File: src/rtl/sorted_key_cache_lookup_insert_assert.svh
// ----------------------------------------------------------------------------
// Assertion macros for the sorted key cache
// Clocked implication checks, disabled while the active-low reset is asserted.
// ----------------------------------------------------------------------------
`ifndef SORTED_KEY_CACHE_LOOKUP_INSERT_ASSERT_SVH
`define SORTED_KEY_CACHE_LOOKUP_INSERT_ASSERT_SVH

// same-cycle implication
`define SKC_ASSERT_IMP(label, clk, rst_n, ante, cons) \
    label: assert property (@(posedge clk) disable iff (!rst_n) (ante) |-> (cons)) \
        else $error("assertion failed: label");

// next-cycle implication
`define SKC_ASSERT_NXT(label, clk, rst_n, ante, cons) \
    label: assert property (@(posedge clk) disable iff (!rst_n) (ante) |=> (cons)) \
        else $error("assertion failed: label");

`endif

File: src/rtl/skcli_pkg.sv
// ----------------------------------------------------------------------------
// skcli_pkg
// Shared constants and types of the sorted key cache.
// ----------------------------------------------------------------------------
`default_nettype none

package skcli_pkg;

    localparam int KEY_W   = 21;
    localparam int GLYPH_W = 32;
    localparam int SLOT_W  = 8;

    // per-cycle command from the sequencer to every cell
    typedef struct packed {
        logic cmp;   // latch compare flags against the request key
        logic ins;   // shift up / load new entry
    } t_cell_ctl;

endpackage

`default_nettype wire

File: src/rtl/skcli_cell.sv
// ----------------------------------------------------------------------------
// skcli_cell
// One table slot: holds a key and payload, compares against the request key
// and shifts in from its lower neighbor on insert.
// ----------------------------------------------------------------------------
`default_nettype none

module skcli_cell
    import skcli_pkg::*;
#(
    parameter int IDX    = 0,
    parameter int CNT_W  = 9,
    parameter int PW     = 32
) (
    input  wire logic             i_clk,
    input  wire logic             i_rst_n,
    input  wire t_cell_ctl        i_ctl,
    input  wire logic [CNT_W-1:0] i_count,
    input  wire logic [KEY_W-1:0] i_req_key,
    input  wire logic [PW-1:0]    i_req_payload,
    input  wire logic             i_prev_lt,
    input  wire logic [KEY_W-1:0] i_prev_key,
    input  wire logic [PW-1:0]    i_prev_payload,
    output logic                  o_lt,
    output logic                  o_eq,
    output logic [KEY_W-1:0]      o_key,
    output logic [PW-1:0]         o_payload
);

    logic [KEY_W-1:0] r_key;
    logic [PW-1:0]    r_payload;
    logic             r_lt;
    logic             r_eq;
    logic             w_valid;

    assign w_valid = (CNT_W'(IDX) < i_count);

    always_ff @(posedge i_clk) begin
        if (!i_rst_n) begin
            r_lt <= 1'b0;
            r_eq <= 1'b0;
        end else if (i_ctl.cmp) begin
            r_lt <= w_valid && (r_key < i_req_key);
            r_eq <= w_valid && (r_key == i_req_key);
        end
    end

    // entries below the insertion point stay, the insertion point loads
    // the new entry, everything above moves up one slot
    always_ff @(posedge i_clk) begin
        if (i_ctl.ins && !r_lt) begin
            if (i_prev_lt) begin
                r_key     <= i_req_key;
                r_payload <= i_req_payload;
            end else begin
                r_key     <= i_prev_key;
                r_payload <= i_prev_payload;
            end
        end
    end

    assign o_lt      = r_lt;
    assign o_eq      = r_eq;
    assign o_key     = r_key;
    assign o_payload = r_payload;

endmodule

`default_nettype wire

File: config.mk
export PLATFORM = sky130hd
export DESIGN_NAME = skcli_cell
export DESIGN_NICKNAME = d
export VERILOG_FILES = /design/src/rtl/sorted_key_cache_lookup_insert_assert.svh /design/src/rtl/skcli_pkg.sv /design/src/rtl/skcli_cell.sv
export SDC_FILE = /design/constraint.sdc
export NUM_CORES = 1
export LEC_CHECK = 0
export BUFFER_PORTS_ARGS = -buffer_cell sky130_fd_sc_hd__clkbuf_2
export CAP_MARGIN = 20
export CORE_MARGIN = 1.5
export CORE_UTILIZATION = 30
export DETAILED_ROUTE_END_ITERATION = 16
export PLACE_DENSITY = 0.56
export SETUP_SLACK_MARGIN = 0.5
export SYNTH_ARGS = -nofsm -noshare
export SYNTH_HDL_FRONTEND = slang
export SYNTH_SLANG_ARGS = --single-unit
File: constraint.sdc
create_clock -name i_clk -period 5.3 [get_ports i_clk]
set_input_delay 1.59 -clock i_clk [delete_from_list [all_inputs] [get_ports i_clk]]
set_output_delay 1.59 -clock i_clk [all_outputs]
set_load 0.05 [all_outputs]
; Word level (Yosys, flattened, before mapping)
; Cells that the tools add are included.
[word_totals]
ff_bits = 55
in_bits = 120
wordCells = 13
[op_classes]
magnitude_cmp = 2
eq_ne = 1
muxes = 2
reduce_logical = 4
[op_table]
columns = operator, n
row1 = $mux 32, 1
row2 = $eq 21x21->1, 1
row3 = $lt 21x21->1, 1
row4 = $mux 21, 1
row5 = $lt 1x9->1 const A, 1
row6 = $logic_and 1x1->1, 3
row7 = $logic_not 1->1, 1

; Depth between registers and ports, before layout
; Gate-level depths: netlist of run 1.
[logic_depth]
ltp_word = 2
depth_mapped = 7
mapped_depth_nobuf = 7

; Least setup slack after synthesis of run 1
; Ideal clock, no wire load.
[synth_timing]
path_kind = input to register
from = in i_ctl[0] in the netlist's numbering
to = reg r_key[0], in the netlist o_key[0] (enable)
setup_time_ps = 469
t_arrival_ps = 3935
path_slack_ps = 896
path_stages = 1
cell_sequence = nor2b_1
[synth_between]
elab_chain_len = 1
[synth_lines]
columns = element, line
row1 = "start, declared", skcli_cell.sv:17  ; input wire t_cell_ctl i_ctl,
row2 = $logic_and 1x1->1, skcli_cell.sv:51  ; if (i_ctl.ins && !r_lt) begin
row3 = "end signal, assigned", skcli_cell.sv:53  ; r_key <= i_req_key;
row4 = "end signal, assigned", skcli_cell.sv:56  ; r_key <= i_prev_key;
row5 = "end, declared", skcli_cell.sv:30  ; logic [KEY_W-1:0] r_key;
; No other way between the ends.
; A chain may end at the register's enable or synchronous reset.

; Worst setup path after layout of run 1
[layout_timing]
from = in i_prev_lt
to = reg r_key[15], in the netlist o_key[15] (data pin)
[layout_between]
elab_chain_len = 1
[layout_lines]
columns = element, line
row1 = "start, declared", skcli_cell.sv:21  ; input wire logic i_prev_lt,
row2 = $mux 21, skcli_cell.sv:52  ; if (i_prev_lt) begin
; No other way between the ends.

==> metrics, run 1 <==
status completed; Comb pwr share 27.4%; worst-margin pin slew about 0.7 ns; average wire per standard cell between 10 and 15 um; count of cell types in the netlist 26; dpl cells approximately 500; CTS tree yes; Yosys warning count 0; chip width around 100 um; final worst-path cycle share a little over half; Seq pwr share 49.9%; DIE HEIGHT just over 100 um; Slew Limit Fails 0; clock power share 22.7%; post-route non-filler standard cell count 507; CP peak stage delay 0.49 ns; mapped cell area ~2900 um2; Synth Instances 200; Final Hold Fails 0; Pleak between 1.5 and 2 nW; Final setup violation count 0; gr usage total 13.8%; Antenna Cells 0; final wirelength ~6.9 mm; root buf cell clkbuf_8; Net Sw Frac between 30% and 40%; PostCTS Resize Cnt 0; Final min period 2.90 ns; grt ovf 0; Seq/Total Area, Yosys between 50% and 60%; H-tree Lvls 2; Nets approximately 520; share of cells above drive strength 1 a little under two thirds; Avg Cell Area, Syn about 14 um2; largest net degree at the start of global routing 30; via count 2,224; postcts setup bufs 0; Clock Latency Late Sink between 0.3 and 0.4 ns; Die ar. between 10,000 and 15,000 um2; Final TNS setup 0 ns; slowest stage cell, crit path clkbuf_2; Clock Sinks between 50 and 60; Post-DRT Antenna Nets 0; total CTS buffers 5; I/O pin total approximately 180; WP data arrival 2.97 ns; Layout Area Growth over Synthesis 38.9%; Final GP Congestion between 0.7 and 0.8; Critical Path Fanout Max 28; vias in the first global route 2,274; Crit Path Class input port to flop; number of detailed-route iterations in the first pass 4; worst slack at placement ~2.0 ns; WHS about 0.49 ns; Mapped Nets 341; first-pass GRT wire length about 11 mm; CTS Hold Bufs 0; maxcap violations 0; flop and latch count out of synthesis 55; Setup crit start kind input port; # port buffers ~170; VDD IR-drop max around 110 uV; max_slew headroom a little over half; # rows 35; RSZ-0062 raised after global routing no; CP Cell Sequence clkbuf_2 > buf_4 > mux2_2; clk buf depth 2; min setup slack post-route ~2.4 ns; Max Clock Freq 345 MHz; switching power of the nets 0.354 mW; Crit path required time 5.37 ns; initial antenna violation count 0; Core Region 9240 um2; initial core utilization between 30% and 40%; worst min path class flop to flop; DR vias/cell ~4.4; Setup Skew between 0.009 and 0.01 ns; critical path endpoint category flop; DR iter-0 viols 22; clock-pin slew on the worst setup and hold paths ~0.11 ns; PD cells between 200 and 300 nW/um2; # DRC 0; Internal around 0.72 mW; detailed placement HPWL roughly 5.5 mm
worst max-delay path, delay by kind of cell:
kind	cells	cell delay, ns
buf+inv	2	0.95
mux	1	0.39
cells in the final DEF (no fill, tap or decap), types with 2 or more instances in the layout:
| master | n |
|---|---|
| clkbuf_2 | 174 |
| mux2_2 | 53 |
| edfxtp_1 | 53 |
| inv_1 | 22 |
| ha_1 | 21 |
| a21oi_1 | 8 |
| nor2_1 | 5 |
| nand2_1 | 5 |
| clkbuf_8 | 5 |
| nand4_1 | 4 |
| nand3_1 | 2 |
| a21o_1 | 2 |
| o21ai_0 | 2 |
| nor3_1 | 2 |
| dfxtp_1 | 2 |
| buf_4 | 2 |
power by group through the flow:
stage	combinational, mW	clock, mW	sequential (mW)
2_1_floorplan	0.0855	0	0.661
3_3_place_gp	0.296	0	0.544
3_5_place_dp	0.298	0	0.545
4_1_cts	0.299	0.258	0.536
5_1_grt	0.319	0.275	0.538
6_report	0.294	0.243	0.535
Yosys cell counts (all sizes together):
| library cell | instances | area share (%) |
|---|---|---|
| buf | 6 | 1.0 |
| o32ai | 1 | 0.31 |
| ha | 21 | 9.2 |
| a21oi | 9 | 1.7 |
| nor3 | 2 | 0.35 |
| nor2 | 5 | 0.66 |
| edfxtp | 53 | 56 |
| o31a | 1 | 0.31 |
| a21boi | 1 | 0.26 |
| nor4 | 2 | 0.66 |
| nand3b | 1 | 0.26 |
| a221o | 1 | 0.35 |
| mux2 | 53 | 21 |
| nand3 | 2 | 0.35 |
| inv | 22 | 2.9 |
| dfxtp | 2 | 1.4 |
| nand2b | 1 | 0.22 |
| nand4 | 5 | 1.3 |
| a21o | 2 | 0.52 |
| o211ai | 1 | 0.26 |
| o21ai | 2 | 0.35 |
| nand2 | 5 | 0.66 |
| nor2b | 2 | 0.44 |
layer usage:
metal	share of wire [%]	wire, um	up-vias	GRT usage (%)
li1	-	-	1096	-
met1	40	2740	1009	15.6
met2	48	3310	115	23.8
met3	11	775	4	5.48
met4	1.1	75	0	4.23
met5	0	0	-	0
path summary, 6_finish.rpt:
kind / startpoint / to / slack (ns) / cells after the start
worst min-delay path: o_eq / o_eq / 0.49 / 2
worst min register to register: o_eq / o_eq / 0.49 / 2
worst max register to register: o_lt / o_key[12] / 3.49 / 2
worst max-delay path: i_prev_lt / o_key[15] / 2.40 / 3
registers in the layout, indices dropped and copies added, names as in the netlist:
signal and cells:
o_eq 1, o_key 21, o_lt 1, o_payload 32
cell type report:
class | instances | area [um2]
clock buffer | 6 | 72.6
clock inverter | 2 | 16.3
fill | 922 | 5270
inverter | 22 | 82.6
multi-input combinational | 117 | 1120
sequential | 55 | 1630
tap | 129 | 161
timing repair buffer | 176 | 886
stage by stage:
step	util (%)	cell area (um2)	total power [mW]
finish	43.0	3970	1.07
global route	43.0	3970	1.13
CTS	43.0	3970	1.09
detailed placement	42.0	3880	0.843
global placement	42.0	3880	0.840
floorplan	-	2860	0.746
logic make-up after synthesis:
group | Yosys count | share of synthesized area [%]
flip-flops | 55 | 57.0
AO/OA/AOI/OAI | 18 | 4.07
AND/OR/NAND/NOR | 25 | 4.90
adder cells (fa/ha/maj) | 21 | 9.19
multiplexers | 53 | 20.9
buffers and inverters | 28 | 3.94
Note: power is estimated with default switching activity, not from simulation.
==> inputs of run 2 (changes only) <==
--- a/config.mk
+++ b/config.mk
@@ -10,7 +10,7 @@
 export CORE_MARGIN = 1.5
 export CORE_UTILIZATION = 30
 export DETAILED_ROUTE_END_ITERATION = 16
-export PLACE_DENSITY = 0.56
+export PLACE_DENSITY = 0.59
 export SETUP_SLACK_MARGIN = 0.5
 export SYNTH_ARGS = -nofsm -noshare
 export SYNTH_HDL_FRONTEND = slang
==> constraint.sdc (replaced) <==
create_clock -name i_clk -period 2.4 [get_ports i_clk]
set_input_delay 0.72 -clock i_clk [delete_from_list [all_inputs] [get_ports i_clk]]
set_output_delay 0.72 -clock i_clk [all_outputs]
set_load 0.05 [all_outputs]
==> run 2 against run 1 <==
First-iteration DRC count down 14%. Register-to-register slack worse by 2.7 ns. Non-clock buffer count up 2. Via count about the same. Global-route usage down 0.76 points. Die area unchanged. Sequential power up 120%. Critical path depth up 4. Combinational power up 120%.
==> metrics, run 2 (synthesized netlist as in run 1, its figures left out) <==
status completed; worst hold path startpoint o_eq; total CTS buffers 5 (unchanged); Post-DRT Antenna Nets 0 (unchanged); clock-pin slew on the worst setup and hold paths 0.10 ns (about the same); final worst-path cycle share between 70% and 80%; maxcap violations 0 (unchanged); critical path endpoint category flop; Comb pwr share 27.6% (+0.2 points); via count 2,226 (+0.090%); Largest register FFs 32 (unchanged); met2 wire len 3.30 mm (about the same); CTS Hold Bufs 0 (unchanged); average wire per standard cell 13.4 um (-1.4%); slowest stage cell, crit path nor4_2; root buf cell clkbuf_8; Setup Skew 0.00995 ns (+0.000435 ns); post-route non-filler standard cell count 509 (+0.39%); cell family with the largest share of critical-path delay simple AND/OR/NAND/NOR gates; share of cells above drive strength 1 63.7% (+0.19 points); Clock Latency Late Sink 0.31 ns (about the same); Register Area 1630 um2 (unchanged); clk buf depth 2 (unchanged); Multi-input gate area 1120 um2 (unchanged); Max Clock Freq 566 MHz; Setup crit start kind input port; # port buffers 174 (unchanged); # DRC 0 (unchanged); met1 WL 2.65 mm (-3.3%); CP Cell Sequence clkbuf_2 > inv_1 > ha_1 > nand4_2 > nor4_2 > o31a_1 > o32ai_1; top layer in use met4; Seq pwr share 49.7% (-0.2 points); I/O pin total 175 (unchanged); gr usage total 13.0% (-0.76 points); worst r2r src o_key[20]; clock power share 22.7% (about the same); Antenna Cells 0 (unchanged); Final GP Congestion 0.722 (+1.1%); PostCTS Resize Cnt 0 (unchanged); filler cell count 912 (-1.1%); commonest cells after routing, fill and taps aside clkbuf_2 (174), mux2_2 (53), edfxtp_1 (53); Net Sw Frac 33.1% (+0.083 points); first-pass GRT wire length 10.1 mm (-5.6%); final wirelength 6.83 mm (-0.99%); Final TNS setup 0 ns (unchanged); Final Hold Fails 0 (unchanged); Final min period ~1.8 ns; Critical Path Fanout Max 4 (-86%); largest net degree at the start of global routing 34 (+13%); CP peak stage delay 0.34 ns (-0.15 ns); Final Power 2.37 mW (+120%); DR iter-0 viols 19 (-14%); vias in the first global route 2,184 (-4.0%); max_slew headroom 72.4% (+20 points); VDD IR-drop max 316 uV (+180%); critical path buffer and inverter count 2 (unchanged); CTS tree yes; met3 wire length 811 um (+4.6%); initial core utilization 31.0% (unchanged); WP data arrival 1.97 ns (-1.00 ns); Internal 1.59 mW (+120%); grt ovf 0 (unchanged); dpl cells 501 (+0.40%); Slew Limit Fails 0 (unchanged); Crit Path Class input port to flop; postcts setup bufs 0 (unchanged); chip width 101 um (unchanged); Die ar. 10,100 um2 (unchanged); number of detailed-route iterations in the first pass 4 (unchanged); Pleak 1.88 nW (+0.52%); Nets 520 (+0.39%); Clock Sinks 55 (unchanged); PD cells 595 nW/um2 (+120%); worst min path class flop to flop; H-tree Lvls 2 (unchanged); # rows 35 (unchanged); commonest non-fill, non-tap cell in the layout clkbuf_2; DR vias/cell 4.37 (-0.30%); detailed placement HPWL 5.58 mm (+1.3%); Final setup violation count 0 (unchanged); Core Region 9240 um2 (unchanged); Critical Path Start i_req_key[20]; Layout Area Growth over Synthesis 39.5%; RSZ-0062 raised after global routing no; switching power of the nets 0.786 mW (+120%); Crit path required time 2.60 ns (-2.77 ns); DIE HEIGHT 101 um (unchanged); worst-margin pin slew 0.414 ns (-0.292 ns); initial antenna violation count 0 (unchanged)
==> run 2: changes by cell type in the layout (fill, tap and decap cells not counted) <==
cell / before / now
buf_4: 2 / 4
==> run 2: per-layer routing <==
| layer | GRT usage, % | vias up |
|---|---|---|
| met3 | 5.96 | 5 |
| met4 | 2.93 | 0 |
| met5 | 0 | - |
| met2 | 22.6 | 115 |
| li1 | - | 1101 |
| met1 | 14.6 | 1005 |
==> run 2: worst reg2reg max path, cell delays in order (launching register included) <==
cell	delay [ns]
edfxtp_1	0.42
ha_1	0.36
nand4_2	0.16
nor4_2	0.34
o31a_1	0.19
o32ai_1	0.08
==> run 2: metrics by stage <==
step | worst slack [ns] | hold slack (ns) | area (um2) | util, %
2_1_floorplan | 0.441 | 0.689 | 2870 | -
3_3_place_gp | 0.332 | 0.461 | 3900 | 42.2
3_5_place_dp | 0.280 | 0.470 | 3900 | 42.2
4_1_cts | 0.621 | 0.487 | 3990 | 43.2
5_1_grt | 0.516 | 0.538 | 3990 | 43.2
6_report | 0.633 | 0.483 | 3990 | 43.2
==> run 2: final timing paths <==
| check | to | slack, ns | depth (start not counted) |
|---|---|---|---|
| max | o_lt | 0.63 | 7 |
| min | o_eq | 0.48 | 2 |
| max reg2reg | o_lt | 0.75 | 5 |
| min reg2reg | o_eq | 0.48 | 2 |
==> run 2: layout make-up <==
class	instances	area share, %
Timing Repair Buffer	178	22.6
Tap cell	129	4.05
Clock buffer	6	1.82
Clock inverter	2	0.408
Sequential cell	55	40.9
Inverter	22	2.07
Multi-Input combinational cell	117	28.2
==> run 2: power by group through the flow <==
stage | combinational [mW] | clock [mW] | sequential (mW)
2_1_floorplan | 0.190 | 0 | 1.46
6_report | 0.655 | 0.539 | 1.18
3_5_place_dp | 0.664 | 0 | 1.20
4_1_cts | 0.666 | 0.566 | 1.18
3_3_place_gp | 0.657 | 0 | 1.20
5_1_grt | 0.705 | 0.594 | 1.19
==> inputs of run 3 (changes only) <==
--- a/config.mk
+++ b/config.mk
@@ -5,12 +5,13 @@
 export SDC_FILE = /design/constraint.sdc
 export NUM_CORES = 1
 export LEC_CHECK = 0
+export ABC_AREA = 1
 export BUFFER_PORTS_ARGS = -buffer_cell sky130_fd_sc_hd__clkbuf_2
 export CAP_MARGIN = 20
 export CORE_MARGIN = 1.5
 export CORE_UTILIZATION = 30
 export DETAILED_ROUTE_END_ITERATION = 16
-export PLACE_DENSITY = 0.59
+export PLACE_DENSITY = 0.57
 export SETUP_SLACK_MARGIN = 0.5
 export SYNTH_ARGS = -nofsm -noshare
 export SYNTH_HDL_FRONTEND = slang
==> constraint.sdc (replaced) <==
create_clock -name i_clk -period 1.55 [get_ports i_clk]
set_input_delay 0.465 -clock i_clk [delete_from_list [all_inputs] [get_ports i_clk]]
set_output_delay 0.465 -clock i_clk [all_outputs]
set_load 0.05 [all_outputs]
==> run 3 against run 2 <==
Register-to-register slack worse by 0.70 ns. First-iteration DRC count is 120% higher. Combinational power rose by 120%. Clock skew is 0.0073 ns higher. Power grew 81%. Design area grew 34%. Clock-buffer cell count did not move. Via count rose by 15%.
==> metrics, run 3 <==
# rows 37 (+5.7%); DR vias/cell 4.31 (-1.4%); gr usage total 14.4% (+1.4 points); Crit path required time 1.74 ns (-0.86 ns); Nets 598 (+15%); Synth top area share 50.9% (-4.7 points); WP data arrival 1.69 ns (-0.28 ns); Yosys warning count 0 (unchanged); dpl cells 574 (+15%); Final Util 52.4% (+9.3 points); Largest register FFs 32 (unchanged); Antenna Cells 0 (unchanged); top post-synthesis cells by area edfxtp_1 (51%), mux2_4 (13%), ha_1 (8.4%), a21oi_2 (6.2%), inv_1 (3.7%); status completed; Most common cell on crit path nand2_1; Mapped Nets 390 (+14%); VDD IR-drop max 475 uV (+50%); largest family of logic cells by synthesized area multiplexers; WHS 0.402 ns (-0.0806 ns); Synth Area in Compound Gates 8.17% (+4.1 points); final wirelength 7.93 mm (+16%); Clock Sinks 55 (unchanged); commonest non-fill, non-tap cell in the layout clkbuf_2; Synth Area in Adders 8.41% (-0.78 points); DIE HEIGHT 105 um (+4.4%); Post-synth top cells edfxtp_1 (53), inv_1 (31), mux2_4 (28); maxcap violations 0 (unchanged); first-pass GRT wire length 12.6 mm (+25%); Final TNS setup 0 ns (unchanged); Seq/Total Area, Yosys 52.2% (-4.8 points); Synth Instances 249 (+25%); Layout Area Growth over Synthesis 71.7%; PD cells 802 nW/um2 (+35%); total CTS buffers 5 (unchanged); count of cell types in the netlist 25 (-3.8%); Die ar. 11,000 um2 (+9.0%); H-tree Lvls 2 (unchanged); mapped cell area 3120 um2 (+9.2%); Final Hold Fails 0 (unchanged); # DRC 0 (unchanged); critical path buffer and inverter count 1 (-1); Final min period 1.50 ns; cell family with the largest share of critical-path delay simple AND/OR/NAND/NOR gates; via count 2,561 (+15%); Synth Area in XOR/XNOR 0% (unchanged); slowest stage cell, crit path edfxtp_1; number of detailed-route iterations in the first pass 4 (unchanged); CP Cell Sequence ha_4 > nand2_2 > inv_1 > nand3_1 > nand3_1 > nand2_1 > nand2_1 > nand2_1 > nand2_1 > a21oi_2; Post-DRT Antenna Nets 0 (unchanged); post-synthesis mux area share 15.3% (-5.6 points); root buf cell clkbuf_8; Max Clock Freq ~670 MHz; Critical Path Fanout Max 2 (-2); Pleak 2.53 nW (+35%); flop and latch count out of synthesis 55 (unchanged); Avg Cell Area, Syn 12.5 um2 (-12%); vias in the first global route 2,666 (+22%); detailed placement HPWL 5.70 mm (+2.3%); Post-synth top flop edfxtp_1; number of synthesized flops with an enable pin 53 (unchanged); critical path endpoint category flop; Async SR Flop Fraction 0% (unchanged); post-route non-filler standard cell count 594 (+17%); Slew Limit Fails 0 (unchanged); RSZ-0062 raised after global routing yes; average wire per standard cell 13.4 um (-0.40%); commonest cells after routing, fill and taps aside clkbuf_2 (117), edfxtp_1 (53), buf_8 (46); I/O pin total 175 (unchanged); Synth Area in Simple Gates 9.37% (+4.5 points); max_slew headroom 83.5% (+11 points); count leader, synth edfxtp_1; clock-pin slew on the worst setup and hold paths 0.11 ns (about the same); Setup crit start kind flop; Core Region 10,200 um2 (+11%); Crit Path Class flop to flop; CTS tree yes; area leader, netlist edfxtp_1; Final setup violation count 0 (unchanged); # port buffers 174 (unchanged); final worst-path cycle share between 90% and 100%; worst min path class input port to flop; Setup Skew 0.0172 ns (+0.00728 ns); clk buf depth 2 (unchanged); largest net degree at the start of global routing 23 (-32%); DR iter-0 viols 41 (+22); chip width 105 um (+4.4%); Clock Latency Late Sink 0.32 ns (about the same); Final GP Congestion 0.742 (+2.8%); grt ovf 0 (unchanged); worst-margin pin slew 0.245 ns (-0.169 ns); initial core utilization 30.5% (-0.42 points); initial antenna violation count 0 (unchanged); share of cells above drive strength 1 67.2% (+3.6 points); CP peak stage delay 0.45 ns (+0.11 ns)
[run 3: cell count changes in the layout (fill, tap and decap cells not counted), sizes merged, moves of 2 or more]
cell	change
clkbuf	-51
nand2	+21
mux2	-20
buf	+80
a21oi	+20
nor2b	-2
nor2	+23
inv	+12
bufbuf	+2
a21o	-2
[run 3: logic make-up (layout without fill, tap and decap cells)]
family	Yosys count	count (layout)
AO/OA/AOI/OAI	33	33
adder cells (fa/ha/maj)	21	21
buffers and inverters	42	251
flip-flops	55	55
multiplexers	33	33
AND/OR/NAND/NOR	65	65
[run 3: final cells by class]
type / count / area [um2]
well taps: 136 / 170
repair buffers: 209 / 1850
inverters: 34 / 140
clock buffers: 6 / 72.6
fillers: 901 / 4870
clock inverters: 2 / 38.8
multi-input cells: 152 / 1460
flip-flops and latches: 55 / 1630
[run 3: repair_timing]
item	CTS	global route
pin swaps	2	9
cloned	5	0
hold buffers	0	0
gates resized for setup	113	66
endpoints found under the setup margin	94	112
setup buffers	2	5
[run 3: metal layers]
layer	up-vias	global-route usage, %	part of all wire (%)
met1	1180	17.4	43
li1	1283	-	-
met5	-	0	0
met3	5	3.43	5.7
met2	93	25.9	51
met4	0	2.74	0.76
[run 3: metrics by stage]
| stage | setup slack (ns) | power, mW | area (um2) |
|---|---|---|---|
| floorplan | -0.131 | 2.64 | 3280 |
| global placement | -0.137 | 3.00 | 4410 |
| detailed placement | -0.176 | 3.01 | 4410 |
| CTS | 0.0601 | 4.27 | 5200 |
| global route | -0.0359 | 4.50 | 5360 |
| finish | 0.0524 | 4.30 | 5360 |
[run 3: final timing paths]
kind / start / endpoint / slack (ns) / cells after the start
worst min-delay path: i_rst_n / o_eq / 0.40 / 2
worst min register to register: o_eq / o_eq / 0.49 / 2
worst max register to register: o_key[4] / o_lt / 0.05 / 10
worst max-delay path: o_key[4] / o_lt / 0.05 / 10
[run 3: worst register-to-register path, stage by stage, from the launching register on]
cell and delay, ns:
edfxtp_1 0.45, ha_4 0.30, nand2_2 0.07, inv_1 0.07, nand3_1 0.07, nand3_1 0.10, nand2_1 0.06, nand2_1 0.07
nand2_1 0.05, nand2_1 0.08, a21oi_2 0.05
[run 3: report_power, final]
group / internal, mW / switching [mW] / total, mW
Combinational: 0.711 / 0.748 / 1.46
Sequential: 1.77 / 0.0791 / 1.85
Clock: 0.490 / 0.506 / 0.996
Total: 2.97 / 1.33 / 4.30
